File: src/rtl/retransmit_timer_table_unit_macros.svh
// Assertion macros for the retransmit timer table.
// Depends on: a clk and arst_n in the scope of the user.
`ifndef RETRANSMIT_TIMER_TABLE_UNIT_MACROS_SVH
`define RETRANSMIT_TIMER_TABLE_UNIT_MACROS_SVH

// condition must hold at every edge out of reset
`define RTTU_ASSERT_ALWAYS(label, cond, msg) \
	label: assert property (@(posedge clk) disable iff (!arst_n) (cond)) else $error(msg);

// antecedent implies consequent in the next cycle
`define RTTU_ASSERT_NEXT(label, ante, cons, msg) \
	label: assert property (@(posedge clk) disable iff (!arst_n) (ante) |=> (cons)) \
		else $error(msg);

`endif

File: src/rtl/rttu_pkg.sv
// Package of the retransmit timer table: entry and result types, codes, defaults.
// Depends on: nothing.
package rttu_pkg;

	localparam int ENTRIES_DEF   = 16;
	localparam int RES_SHIFT_DEF = 0;
	localparam int MAX_RESULTS   = 16;
	localparam int NW            = $clog2(MAX_RESULTS + 1);
	localparam logic [15:0] UNLIMITED = 16'hFFFF;

	localparam logic [1:0] OP_ADD    = 2'd0;
	localparam logic [1:0] OP_CANCEL = 2'd1;
	localparam logic [1:0] OP_TICK   = 2'd2;

	localparam logic [2:0] ST_ADDED     = 3'd0;
	localparam logic [2:0] ST_FULL      = 3'd1;
	localparam logic [2:0] ST_CANCELLED = 3'd2;
	localparam logic [2:0] ST_NOTFOUND  = 3'd3;
	localparam logic [2:0] ST_FIRED     = 3'd4;
	localparam logic [2:0] ST_EXPIRED   = 3'd5;

	typedef struct packed {
		logic        kind;
		logic [15:0] id;
		logic [31:0] due;
		logic [31:0] period;
		logic [15:0] limit;
		logic [15:0] retries;
	} entry_t;

	typedef struct packed {
		logic [2:0]  status;
		logic [15:0] id;
		logic        kind;
		logic [15:0] retries;
	} res_t;

	typedef enum logic [6:0] {
		S_IDLE   = 7'b0000001,
		S_SCAN   = 7'b0000010,
		S_ADEC   = 7'b0000100,
		S_CDEC   = 7'b0001000,
		S_TDEC   = 7'b0010000,
		S_PUSH   = 7'b0100000,
		S_FINISH = 7'b1000000
	} state_t;

	// next candidate id, zero skipped
	function automatic logic [15:0] next_id(input logic [15:0] x);
		logic [15:0] y;
		y = x + 16'd1;
		if (y == 16'd0)
			y = 16'd1;
		return y;
	endfunction

endpackage

File: src/rtl/rttu_ram.sv
// Generic simple dual-port RAM, one write and one registered read per cycle.
// Depends on: nothing.
module rttu_ram #(
	parameter int WIDTH = 8,
	parameter int DEPTH = 16
) (
	input  logic                     clk,
	input  logic                     we,
	input  logic [$clog2(DEPTH)-1:0] waddr,
	input  logic [WIDTH-1:0]         wdata,
	input  logic [$clog2(DEPTH)-1:0] raddr,
	output logic [WIDTH-1:0]         rdata
);
	logic [WIDTH-1:0] mem [DEPTH];

	always_ff @(posedge clk) begin
		if (we)
			mem[waddr] <= wdata;
		rdata <= mem[raddr];
	end
endmodule

File: src/rtl/retransmit_timer_table_unit.sv
// Top level of the retransmit timer table: control sequencer around one entry RAM.
// Depends on: rttu_pkg, rttu_ram, retransmit_timer_table_unit_macros.svh.
//
// One input transfer at a time. Entries live in a RAM of ENTRIES words that
// is read one slot per cycle; valid bits sit in flops. Each add, cancel and
// tick sweeps the whole RAM:
//   cancel: one sweep.
//   add:    k+1 sweeps, k = ids skipped because in use
//           (k <= ENTRIES-1); table full answers without a sweep.
//   tick:   one sweep per result plus a final one unless the cap is reached,
//           at most 16 results per tick.
// A stalled master side holds the sequencer back in its push and finish
// states. A result waiting on the master side does not block the next input
// transfer; the final result of an operation carries tlast, a tick with
// nothing due gives no transfer.
`include "retransmit_timer_table_unit_macros.svh"
module retransmit_timer_table_unit
	import rttu_pkg::*;
#(
	parameter int ENTRIES   = ENTRIES_DEF,
	parameter int RES_SHIFT = RES_SHIFT_DEF
) (
	input  logic        clk,
	input  logic        arst_n,
	input  logic        s_tvalid,
	output logic        s_tready,
	input  logic [95:0] s_tdata,  // first_delay[31:0], period[63:32], max_count[79:64], event_id[95:80]
	input  logic [2:0]  s_tuser,  // op[1:0], kind[2]
	output logic        m_tvalid,
	input  logic        m_tready,
	output logic [31:0] m_tdata,  // result_id[15:0], retry_count[31:16]
	output logic [3:0]  m_tuser,  // status[2:0], result_kind[3]
	output logic        m_tlast
);
	localparam int IW = $clog2(ENTRIES);
	localparam int EW = $bits(entry_t);

	state_t             state_q;
	logic [1:0]         op_q;
	logic               kind_in_q;
	logic [31:0]        fd_q, per_q;
	logic [15:0]        max_q, evid_q;
	logic [31:0]        now_q;
	logic [15:0]        last_id_q, cand_q;
	logic [ENTRIES-1:0] valid_q, done_q;
	logic [IW-1:0]      scan_q, free_slot_q, sel_slot_q, rd_slot_s1;
	logic               issuing_q, rd_vld_s1, sel_vld_q;
	entry_t             sel_q;
	res_t               res_q, pend_q, out_q;
	logic               pend_vld_q, out_last_q, m_tvalid_q;
	logic [NW-1:0]      n_q;

	// RAM ports
	logic          wr_en;
	logic [IW-1:0] waddr;
	entry_t        wdata, rdata;
	logic [EW-1:0] rdata_raw;

	rttu_ram #(.WIDTH(EW), .DEPTH(ENTRIES)) u_ram (
		.clk  (clk),
		.we   (wr_en),
		.waddr(waddr),
		.wdata(wdata),
		.raddr(scan_q),
		.rdata(rdata_raw)
	);
	assign rdata = entry_t'(rdata_raw);

	// first free slot, lowest index
	logic [IW-1:0] free_slot;
	logic          full;
	always_comb begin
		free_slot = '0;
		for (int i = ENTRIES - 1; i >= 0; i--)
			if (!valid_q[i])
				free_slot = IW'(i);
		full = &valid_q;
	end

	// tick decision on the selected entry
	logic        exhausted, due_ok;
	logic [15:0] ret_inc;
	assign exhausted = (sel_q.limit != UNLIMITED) && (sel_q.retries >= sel_q.limit);
	assign due_ok    = (sel_q.due == 32'd0) || ((sel_q.due >> RES_SHIFT) <= (now_q >> RES_SHIFT));
	assign ret_inc   = (sel_q.retries == 16'hFFFF) ? sel_q.retries : sel_q.retries + 16'd1;

	always_comb begin
		wr_en = 1'b0;
		waddr = sel_slot_q;
		wdata = sel_q;
		if (state_q == S_ADEC && !sel_vld_q) begin
			wr_en = 1'b1;
			waddr = free_slot_q;
			wdata = '{kind: kind_in_q, id: cand_q, due: now_q + fd_q, period: per_q,
				limit: max_q, retries: 16'd0};
		end else if (state_q == S_TDEC && sel_vld_q && !exhausted && due_ok) begin
			wr_en         = 1'b1;
			wdata.retries = ret_inc;
			wdata.due     = now_q + sel_q.period;
		end
	end

	// sweep comparison for the tick: earlier due, then lower kind
	logic better;
	assign better = !sel_vld_q || (rdata.due < sel_q.due) ||
		(rdata.due == sel_q.due && rdata.kind < sel_q.kind);

	logic out_free;
	assign out_free = !m_tvalid_q || m_tready;
	assign s_tready = (state_q == S_IDLE);

	// pending result moves into the output register this cycle
	logic load_out;
	assign load_out = pend_vld_q && out_free && (state_q == S_PUSH || state_q == S_FINISH);

	always_ff @(posedge clk or negedge arst_n) begin
		if (!arst_n) begin
			state_q     <= S_IDLE;
			op_q        <= OP_ADD;
			kind_in_q   <= 1'b0;
			fd_q        <= '0;
			per_q       <= '0;
			max_q       <= '0;
			evid_q      <= '0;
			now_q       <= '0;
			last_id_q   <= 16'd1;
			cand_q      <= '0;
			valid_q     <= '0;
			done_q      <= '0;
			scan_q      <= '0;
			free_slot_q <= '0;
			sel_slot_q  <= '0;
			rd_slot_s1  <= '0;
			issuing_q   <= 1'b0;
			rd_vld_s1   <= 1'b0;
			sel_vld_q   <= 1'b0;
			sel_q       <= '0;
			res_q       <= '0;
			pend_q      <= '0;
			out_q       <= '0;
			pend_vld_q  <= 1'b0;
			out_last_q  <= 1'b0;
			m_tvalid_q  <= 1'b0;
			n_q         <= '0;
		end else begin
			if (m_tvalid_q && m_tready && !load_out)
				m_tvalid_q <= 1'b0;
			rd_vld_s1 <= (state_q == S_SCAN) && issuing_q;

			case (state_q)
			S_IDLE: begin
				if (s_tvalid) begin
					op_q      <= s_tuser[1:0];
					kind_in_q <= s_tuser[2];
					fd_q      <= s_tdata[31:0];
					per_q     <= s_tdata[63:32];
					max_q     <= s_tdata[79:64];
					evid_q    <= s_tdata[95:80];
					scan_q    <= '0;
					sel_vld_q <= 1'b0;
					case (s_tuser[1:0])
					OP_ADD: begin
						if (full) begin
							res_q     <= '{status: ST_FULL, id: 16'd0, kind: s_tuser[2],
								retries: 16'd0};
							state_q   <= S_PUSH;
						end else begin
							free_slot_q <= free_slot;
							cand_q      <= next_id(last_id_q);
							issuing_q   <= 1'b1;
							state_q     <= S_SCAN;
						end
					end
					OP_CANCEL: begin
						issuing_q <= 1'b1;
						state_q   <= S_SCAN;
					end
					OP_TICK: begin
						now_q     <= now_q + 32'd1;
						done_q    <= '0;
						n_q       <= '0;
						issuing_q <= 1'b1;
						state_q   <= S_SCAN;
					end
					default: state_q <= S_IDLE;  // unknown op: no effect
					endcase
				end
			end
			S_SCAN: begin
				if (issuing_q) begin
					rd_slot_s1 <= scan_q;
					if (scan_q == IW'(ENTRIES - 1))
						issuing_q <= 1'b0;
					else
						scan_q <= scan_q + 1'b1;
				end
				if (rd_vld_s1 && valid_q[rd_slot_s1]) begin
					case (op_q)
					OP_ADD:
						if (rdata.id == cand_q)
							sel_vld_q <= 1'b1;
					OP_CANCEL:
						if (rdata.id == evid_q) begin
							sel_vld_q  <= 1'b1;
							sel_slot_q <= rd_slot_s1;
							sel_q      <= rdata;
						end
					default:
						if (!done_q[rd_slot_s1] && better) begin
							sel_vld_q  <= 1'b1;
							sel_slot_q <= rd_slot_s1;
							sel_q      <= rdata;
						end
					endcase
				end
				if (rd_vld_s1 && rd_slot_s1 == IW'(ENTRIES - 1)) begin
					case (op_q)
					OP_ADD:    state_q <= S_ADEC;
					OP_CANCEL: state_q <= S_CDEC;
					default:   state_q <= S_TDEC;
					endcase
				end
			end
			S_ADEC: begin
				if (sel_vld_q) begin
					// candidate in use, try the next one
					cand_q    <= next_id(cand_q);
					scan_q    <= '0;
					issuing_q <= 1'b1;
					sel_vld_q <= 1'b0;
					state_q   <= S_SCAN;
				end else begin
					valid_q[free_slot_q] <= 1'b1;
					last_id_q <= cand_q;
					res_q     <= '{status: ST_ADDED, id: cand_q, kind: kind_in_q, retries: 16'd0};
					state_q   <= S_PUSH;
				end
			end
			S_CDEC: begin
				if (sel_vld_q) begin
					valid_q[sel_slot_q] <= 1'b0;
					res_q <= '{status: ST_CANCELLED, id: evid_q, kind: sel_q.kind,
						retries: sel_q.retries};
				end else begin
					res_q <= '{status: ST_NOTFOUND, id: evid_q, kind: 1'b0, retries: 16'd0};
				end
				state_q <= S_PUSH;
			end
			S_TDEC: begin
				if (!sel_vld_q) begin
					state_q <= S_FINISH;
				end else begin
					done_q[sel_slot_q] <= 1'b1;
					if (exhausted) begin
						valid_q[sel_slot_q] <= 1'b0;
						res_q   <= '{status: ST_EXPIRED, id: sel_q.id, kind: sel_q.kind,
							retries: sel_q.retries};
						n_q     <= n_q + 1'b1;
						state_q <= S_PUSH;
					end else if (due_ok) begin
						res_q   <= '{status: ST_FIRED, id: sel_q.id, kind: sel_q.kind,
							retries: ret_inc};
						n_q     <= n_q + 1'b1;
						state_q <= S_PUSH;
					end else begin
						state_q <= S_FINISH;
					end
				end
			end
			S_PUSH: begin
				// hold one result back so the final one can carry tlast
				if (!pend_vld_q || out_free) begin
					if (pend_vld_q) begin
						out_q      <= pend_q;
						out_last_q <= 1'b0;
						m_tvalid_q <= 1'b1;
					end
					pend_q     <= res_q;
					pend_vld_q <= 1'b1;
					if (op_q == OP_TICK && n_q < NW'(MAX_RESULTS)) begin
						scan_q    <= '0;
						issuing_q <= 1'b1;
						sel_vld_q <= 1'b0;
						state_q   <= S_SCAN;
					end else begin
						state_q <= S_FINISH;
					end
				end
			end
			S_FINISH: begin
				if (!pend_vld_q) begin
					state_q <= S_IDLE;
				end else if (out_free) begin
					out_q      <= pend_q;
					out_last_q <= 1'b1;
					m_tvalid_q <= 1'b1;
					pend_vld_q <= 1'b0;
					state_q    <= S_IDLE;
				end
			end
			default: state_q <= S_IDLE;
			endcase
		end
	end

	assign m_tvalid = m_tvalid_q;
	assign m_tlast  = out_last_q;
	assign m_tuser  = {out_q.kind, out_q.status};
	assign m_tdata  = {out_q.retries, out_q.id};

	`RTTU_ASSERT_ALWAYS(a_no_write_in_sweep, !(wr_en && state_q == S_SCAN), "RAM write during sweep")
	`RTTU_ASSERT_ALWAYS(a_result_cap, n_q <= NW'(MAX_RESULTS), "tick result count above cap")
	`RTTU_ASSERT_NEXT(a_final_sent, state_q == S_FINISH && pend_vld_q && out_free, m_tvalid && m_tlast && !pend_vld_q, "final result not presented with tlast")
endmodule

File: config.mk
export PLATFORM = sky130hd
export DESIGN_NAME = retransmit_timer_table_unit
export DESIGN_NICKNAME = d
export VERILOG_FILES = /design/src/rtl/rttu_pkg.sv /design/src/rtl/rttu_ram.sv /design/src/rtl/retransmit_timer_table_unit.sv
export VERILOG_INCLUDE_DIRS = /design/src /design/src/rtl
export SDC_FILE = /design/constraint.sdc
export NUM_CORES = 2
export LEC_CHECK = 0
export BUFFER_PORTS_ARGS = -buffer_cell sky130_fd_sc_hd__buf_2
export CELL_PAD_IN_SITES_DETAIL_PLACEMENT = 1
export CELL_PAD_IN_SITES_GLOBAL_PLACEMENT = 1
export CORE_ASPECT_RATIO = 1.5
export CORE_MARGIN = 3
export CORE_UTILIZATION = 49
export DETAILED_ROUTE_END_ITERATION = 16
export GPL_TIMING_DRIVEN = 0
export PLACE_DENSITY_LB_ADDON = 0.1
export SLEW_MARGIN = 0
export SYNTH_ARGS = -nofsm -noshare
export SYNTH_HDL_FRONTEND = slang
export SYNTH_SLANG_ARGS = --single-unit
File: constraint.sdc
create_clock -name clk -period 8.1 [get_ports clk]
set_input_delay 0.81 -clock clk [delete_from_list [all_inputs] [get_ports clk]]
set_output_delay 0.81 -clock clk [all_outputs]
set_load 0.02 [all_outputs]
Yosys cells after proc, flatten, opt, wreduce, memory -nomap -nowiden
Memory sizes are Yosys's and may differ from the RTL's. A register that Yosys moved wholly into a read port is not among the register bits.
Cells that the tools add are included.
{"block": "word_totals", "regBits": 450, "ramBits": 1808, "inputBits": 103, "mem_count": 1}
{"memory": "u_ram.mem", "depth": 16, "word_bits": 113, "read_ports": 1, "rd_clocked_by_memory_dff": 1, "wr": 1, "line_no": "rttu_ram.sv:14", "rtl": "logic [WIDTH-1:0] mem [DEPTH];"}
{"block": "op_classes", "addsub": 8, "magnitude_cmp": 10, "n_eq_ne": 45, "n_mux": 132, "bitwise_logic": 7, "reduce_logical": 61}
{"cell": "$mux W36", "n": 11}
{"cell": "$mux W16", "n": 16}
{"cell": "$mux W113", "n": 2}
{"cell": "$pmux W113 S2", "n": 1}
{"cell": "$pmux W36 S4", "n": 1}
{"cell": "$mux W4", "n": 25}
{"cell": "$pmux W36 S2", "n": 1}
{"cell": "$add A32 B32 Y32", "n": 2}
{"cell": "$mux W32", "n": 2}
{"cell": "$pmux W16 S2", "n": 2}
{"cell": "$mux W7", "n": 9}
{"cell": "$pmux W7 S7", "n": 1}
{"cell": "$add A16 B1 Y16 const B", "n": 3}
{"cell": "$mux W48", "n": 1}
{"cell": "$pmux W16 S3", "n": 1}
{"cell": "$mux W1", "n": 34}
{"cell": "$mux W34", "n": 1}
{"cell": "$add A32 B1 Y32 const B", "n": 1}
{"cell": "$eq A16 B16 Y1", "n": 2}
{"cell": "$eq A32 B32 Y1", "n": 1}
{"cell": "$le A32 B32 Y1", "n": 1}
{"cell": "$logic_not A16 Y1", "n": 2}
{"cell": "$logic_not A32 Y1", "n": 1}
{"cell": "$lt A32 B32 Y1", "n": 1}
{"cell": "other kinds (54)", "n": 141}

Longest topological paths before layout
{"block": "depth", "word_depth": 16, "mapped_depth": 14}

By module
Synthesis repeated with hierarchy kept, for this count alone.
{"block": "hier_totals", "cells_unflattened": 5825, "area_unflattened_um2": 96113.4}
{"module": "rttu_ram", "instances": 1, "cells_each": 2890, "area_each_um2": 69783.2}
{"module": "retransmit_timer_table_unit", "instances": 1, "cells_each": 2935, "area_each_um2": 26330.3}

Worst setup path before layout
OpenSTA, ideal clock, no wires.
{"block": "synth_path", "path_kind": "register to register", "startpoint": "register now_q[25]", "endpoint": "memory u_ram.mem[13][0] in the netlist's numbering (enable)", "arrival_ns": 7.248, "required_time_ns": 7.513, "path_slack_ns": 0.266, "path_stages_with_launch": 13, "n_path_buf": 1, "period_less_slack_ns": 7.834, "cell_sequence": "dfrtp_1 -> inv_1 -> ha_1 -> a21o_1 -> a21o_1 -> a221o_1 -> a221oi_1 -> o21ai_1 -> o21ai_2 -> nand3_1 -> clkbuf_1 -> o21a_1 -> nor2_1"}
{"block": "synth_between", "elab_chain_cells": 7}
{"item": "from (decl)", "line_no": "retransmit_timer_table_unit.sv:43", "rtl": "logic [31:0] now_q;"}
{"item": "from (signal assigned)", "line_no": "retransmit_timer_table_unit.sv:179", "rtl": "now_q <= now_q + 32'd1;"}
{"item": "$le A32 B32 Y1", "line_no": "retransmit_timer_table_unit.sv:84", "rtl": "assign due_ok = (sel_q.due == 32'd0) || ((sel_q.due >> RES_SHIFT) <= (now_q >> RES_SHIFT));"}
{"item": "$logic_or A1 B1 Y1", "line_no": "retransmit_timer_table_unit.sv:84"}
{"item": "$logic_and A1 B1 Y1", "line_no": "retransmit_timer_table_unit.sv:96", "rtl": "end else if (state_q == S_TDEC && sel_vld_q && !exhausted && due_ok) begin"}
{"item": "$mux W1", "line_no": "retransmit_timer_table_unit.sv:96"}
{"item": "$mux W1", "line_no": "retransmit_timer_table_unit.sv:91", "rtl": "if (state_q == S_ADEC && !sel_vld_q) begin"}
{"item": "$mux W1", "line_no": "rttu_ram.sv:17", "rtl": "if (we)"}
{"item": "$mux W1 (implied by the code)", "line_no": "rttu_ram.sv:18", "rtl": "mem[waddr] <= wdata;"}
{"item": "to (decl)", "line_no": "rttu_ram.sv:14"}
No other way between the ends.

Worst setup path after layout
{"block": "layout_path", "startpoint": "register sel_q[0] in the netlist's numbering", "endpoint": "memory u_ram.mem[2][19] in the netlist's numbering (enable)"}
{"block": "layout_between", "elab_chain_cells": 9}
{"item": "from (decl)", "line_no": "retransmit_timer_table_unit.sv:48", "rtl": "entry_t sel_q;"}
{"item": "from (signal assigned)", "line_no": "retransmit_timer_table_unit.sv:206", "rtl": "sel_q <= rdata;"}
{"item": "from (signal assigned)", "line_no": "retransmit_timer_table_unit.sv:212", "rtl": "sel_q <= rdata;"}
{"item": "$ge A16 B16 Y1", "line_no": "retransmit_timer_table_unit.sv:83", "rtl": "assign exhausted = (sel_q.limit != UNLIMITED) && (sel_q.retries >= sel_q.limit);"}
{"item": "$logic_and A1 B1 Y1", "line_no": "retransmit_timer_table_unit.sv:83"}
{"item": "$logic_not A1 Y1", "line_no": "retransmit_timer_table_unit.sv:96"}
{"item": "$logic_and A1 B1 Y1 (2 in a row)", "line_no": "retransmit_timer_table_unit.sv:96"}
{"item": "$mux W1", "line_no": "retransmit_timer_table_unit.sv:96"}
{"item": "$mux W1", "line_no": "retransmit_timer_table_unit.sv:91"}
{"item": "$mux W1", "line_no": "rttu_ram.sv:17"}
{"item": "$mux W1 (implied by the code)", "line_no": "rttu_ram.sv:18"}
No other way between the ends.

==> flow_summary_export.csv <==
group,metric,value,unit
outcome,status,"finished with violations",
outcome,violations,"max-capacitance violations, max-slew violations",
critical_path,r2r_start,"sel_q[0]",
synth,yosysWarnings,0,
drt,drc,0,
drt,vias,60589,
synth,synth_area_leaders,"edfxtp_1 56%, dfrtp_1 11%, mux4_2 5.4%",
cts,tritoncts,"done",
critical_path,worstPathMaxFanout,20,
place,dp_slack,1.31,ns
critical_path,rrSetupSlack,1.42,ns
synth,seq_area_frac_synth,69.4,%
drt,wl_met3,20.5,mm
finish,syn2layout_area_growth,14.1,%
global_route,grt_pass1_wl,463,mm
synth,synth-xor-area-share,1.20,%
power,peakVddDrop,0.000224,V
timing,skew,0.0573,ns
min_path,min_to,"per_q[2]",
synth,syn_avg_cell_area,15.3,sq um
drt,via_per_inst,6.25,
timing,whs,0.106,ns
synth,synth_commonest_cells,"1,808 x edfxtp_1, 758 x nand2_1, 448 x dfrtp_1",
finish,finish.net_count,7128,
power,leakage,35.4,nW
drt,wl_per_cell,33.5,microns
job,maxCapViolations,2,
synth,yosysMostFrequentCell,"edfxtp_1",
synth,ys.flop_type,"edfxtp_1",
finish,instances_no_fill,9691,
global_route,grt_max_degree,113,
critical_path,endpoint_kind,"flip-flop",
global_route,gr-usage-all-layers,31.5,%
critical_path,cp.required,8.66,ns
critical_path,r2r-end,"u_ram.mem[2][19]",
drt,drt-initial-drc-count,6398,
power,pwr_density_cell,212,nW/um^2
timing,finalSetupTns,0,ns
synth,synth_nets,6637,
global_route,grt_pass1_vias,64209,
timing,hold_violations,0,
timing,setup_viol,0,
synth,synth_top_family_by_area,"multiplexers",
timing,worstMarginPinSlew,1.53,ns
synth,synth_edf_count,1808,
min_path,hold-path-cell-count,3,
drt,met2_length,165,mm
synth,synthMuxAreaShare,12.6,%
synth,synth_compound_area_share,7.57,%
synth,synth_top_area_share,55.5,%
timing,finalCritPeriodShare,82.4,%
drt,wl_met1,122,mm
synth,async_reset_ff_share,19.0,%
place,place_hpwl,228,mm
timing,fin_crit,6.68,ns
drt,wl,325,mm
critical_path,cp-start-kind,"flip-flop",
die,die_x,371,microns
drt,ant_nets,0,
drt,dr.pass1.iters,6,
synth,synth-seq-cells,2371,
critical_path,path_class,"flip-flop to flip-flop",
timing,grt_setup_unrepaired,"false",
die,row_count,200,
timing,postLayoutSetupSlackWorst,1.42,ns
synth,syn_inst,6381,
cts,cts_buffers,224,
place,placed_cells,9267,
die,die-area,205000,sq um
finish,n_fill_cell,18578,
place,io_buffers,141,
cts,path_clk_slew,0.06,ns
timing,max_freq,0.150,GHz
critical_path,reg2regPathDepth,16,
cts,clk_latency,0.89,ns
die,core-area,198000,sq um
cts,cts_buffer_depth,4,
synth,synth_simple_gate_area_share,5.43,%
die,dieHeight,553,microns
place,gp_congestion,0.882,
synth,synth_top_area_cell,"edfxtp_1",
timing,slew_viol_final,11,
global_route,grt.overflow.total,0,
drt,routed.top_layer,"met5",
synth,syn_area,97800,sq um
min_path,hold_class,"primary input to flip-flop",
die,top_level_ports,142,
timing,relSlewSlack,-2.23,%
cts,htree_num_levels,4,
synth,ys_types,92,
synth,yosys.area_share.adder,1.97,%
global_route,antenna_found_initial,14,
die,initial_core_util,49.3,%
cts,cts_resized,0,
cts,clock_tree.root_cell,"clkbuf_16",
cts,cts.sinks,2371,
min_path,min_from,"s_tdata[34]",
finish,drive_gt1_share,17.0,%
critical_path,worst_ep_arrival_time,7.24,ns
per-layer routing:
metal	up-vias	GRT usage, %
li1	25539	-
met1	32028	39.0
met2	2328	54.5
met3	686	4.65
met4	8	14.6
met5	-	0
report_power, final:
part           switching (W)  internal, W  total (W)
Sequential                 0       0.0129     0.0129
Clock                0.00466      0.00594     0.0106
Combinational      0.0000704    0.0000251  0.0000955
Total                0.00474       0.0189     0.0236
flip-flops by register name, summed over array words and instances, names as in the netlist, 5 cells and up:
register	flops
valid_q	16
m_tdata	32
done_q	16
per_q	32
pend_q	36
sel_q	113
last_id_q	16
state_q	7
cand_q	16
res_q	36
fd_q	32
n_q	5
max_q	16
u_ram.mem	1808
u_ram.rdata	113
evid_q	16
now_q	32
per-stage QoR:
stage	cell area [sq um]	total power, W	util (%)
2_1_floorplan	97800	0.0132	-
3_3_place_gp	102000	0.0133	51.3
3_5_place_dp	104000	0.0133	52.6
4_1_cts	111000	0.0238	56.2
5_1_grt	111000	0.0242	56.2
6_report	111000	0.0236	56.3
cells in the final DEF (no fill, tap or decap), types with 21 or more instances in the layout:
master,n
edfxtp_1,1808
nand2_1,757
dfrtp_1,448
o21ai_0,356
mux2i_1,349
clkbuf_1,299
mux2_2,281
a21oi_1,251
mux4_2,235
clkbuf_16,225
buf_2,157
ha_1,151
nor2_1,134
a22oi_1,128
inv_1,121
a221oi_1,118
dfxtp_1,113
buf_12,90
xnor2_1,87
nand3_1,76
a21o_1,55
buf_1,47
xor2_1,47
nor3_1,37
nand4_1,36
o21ai_1,36
clkinv_2,36
and3_1,33
mux2_1,29
buf_4,28
a31oi_1,25
clkinv_1,25
nand2b_1,22
bufinv_16,22
nor4_1,21
repair_timing:
item,CTS,global route
setup buffers,0,0
endpoints found under the hold margin,80,0
hold buffers,1,0
how the worst max path moves through the flow:
stage / start / endpoint / slack, ns
after floorplan: now_q[25] / u_ram.mem[13][0] / 0.27
after global placement: sel_q[16] / u_ram.mem[0][21] / -9.35
after detailed placement: sel_q[0] / u_ram.mem[15][8] / 1.31
after CTS: sel_q[0] / u_ram.mem[8][8] / 1.35
after global routing: sel_q[0] / u_ram.mem[2][1] / 1.34
final: sel_q[0] / u_ram.mem[2][19] / 1.42
worst max-delay path: stages (launching register included):
cell	delay, ns
dfrtp_1	0.67
inv_1	0.17
ha_1	0.32
nand2b_1	0.14
a31oi_1	0.18
o21ai_0	0.12
a221oi_1	0.59
o21a_1	0.61
o21a_1	0.17
buf_2	0.31
and3_1	0.67
buf_2	0.55
a21oi_1	0.40
nor2_4	0.66
buf_12	0.28
buf_12	0.21
buf_12	0.21
layout make-up:
class,count,area [sq um],area share (%)
diodes,9,22.5,0.0202
plain buffers,331,1380,1.24
clock buffers,302,6050,5.43
clock inverters,108,1170,1.05
inverters,122,458,0.411
multi-input cells,3557,28300,25.4
flip-flops and latches,2371,67800,60.8
well taps,2626,3290,2.95
repair buffers,265,3030,2.71
kinds of logic (layout without fill, tap and decap cells):
kind of cell / count (synthesis) / count (layout)
buf+inv: 453 / 1128
mux: 897 / 897
compound gates: 1155 / 1155
flops: 2371 / 2371
other cells: 0 / 9
simple gates: 1218 / 1218
fa+ha+maj: 153 / 153
xor+xnor: 134 / 134
Power figures use the tool's default switching activity.
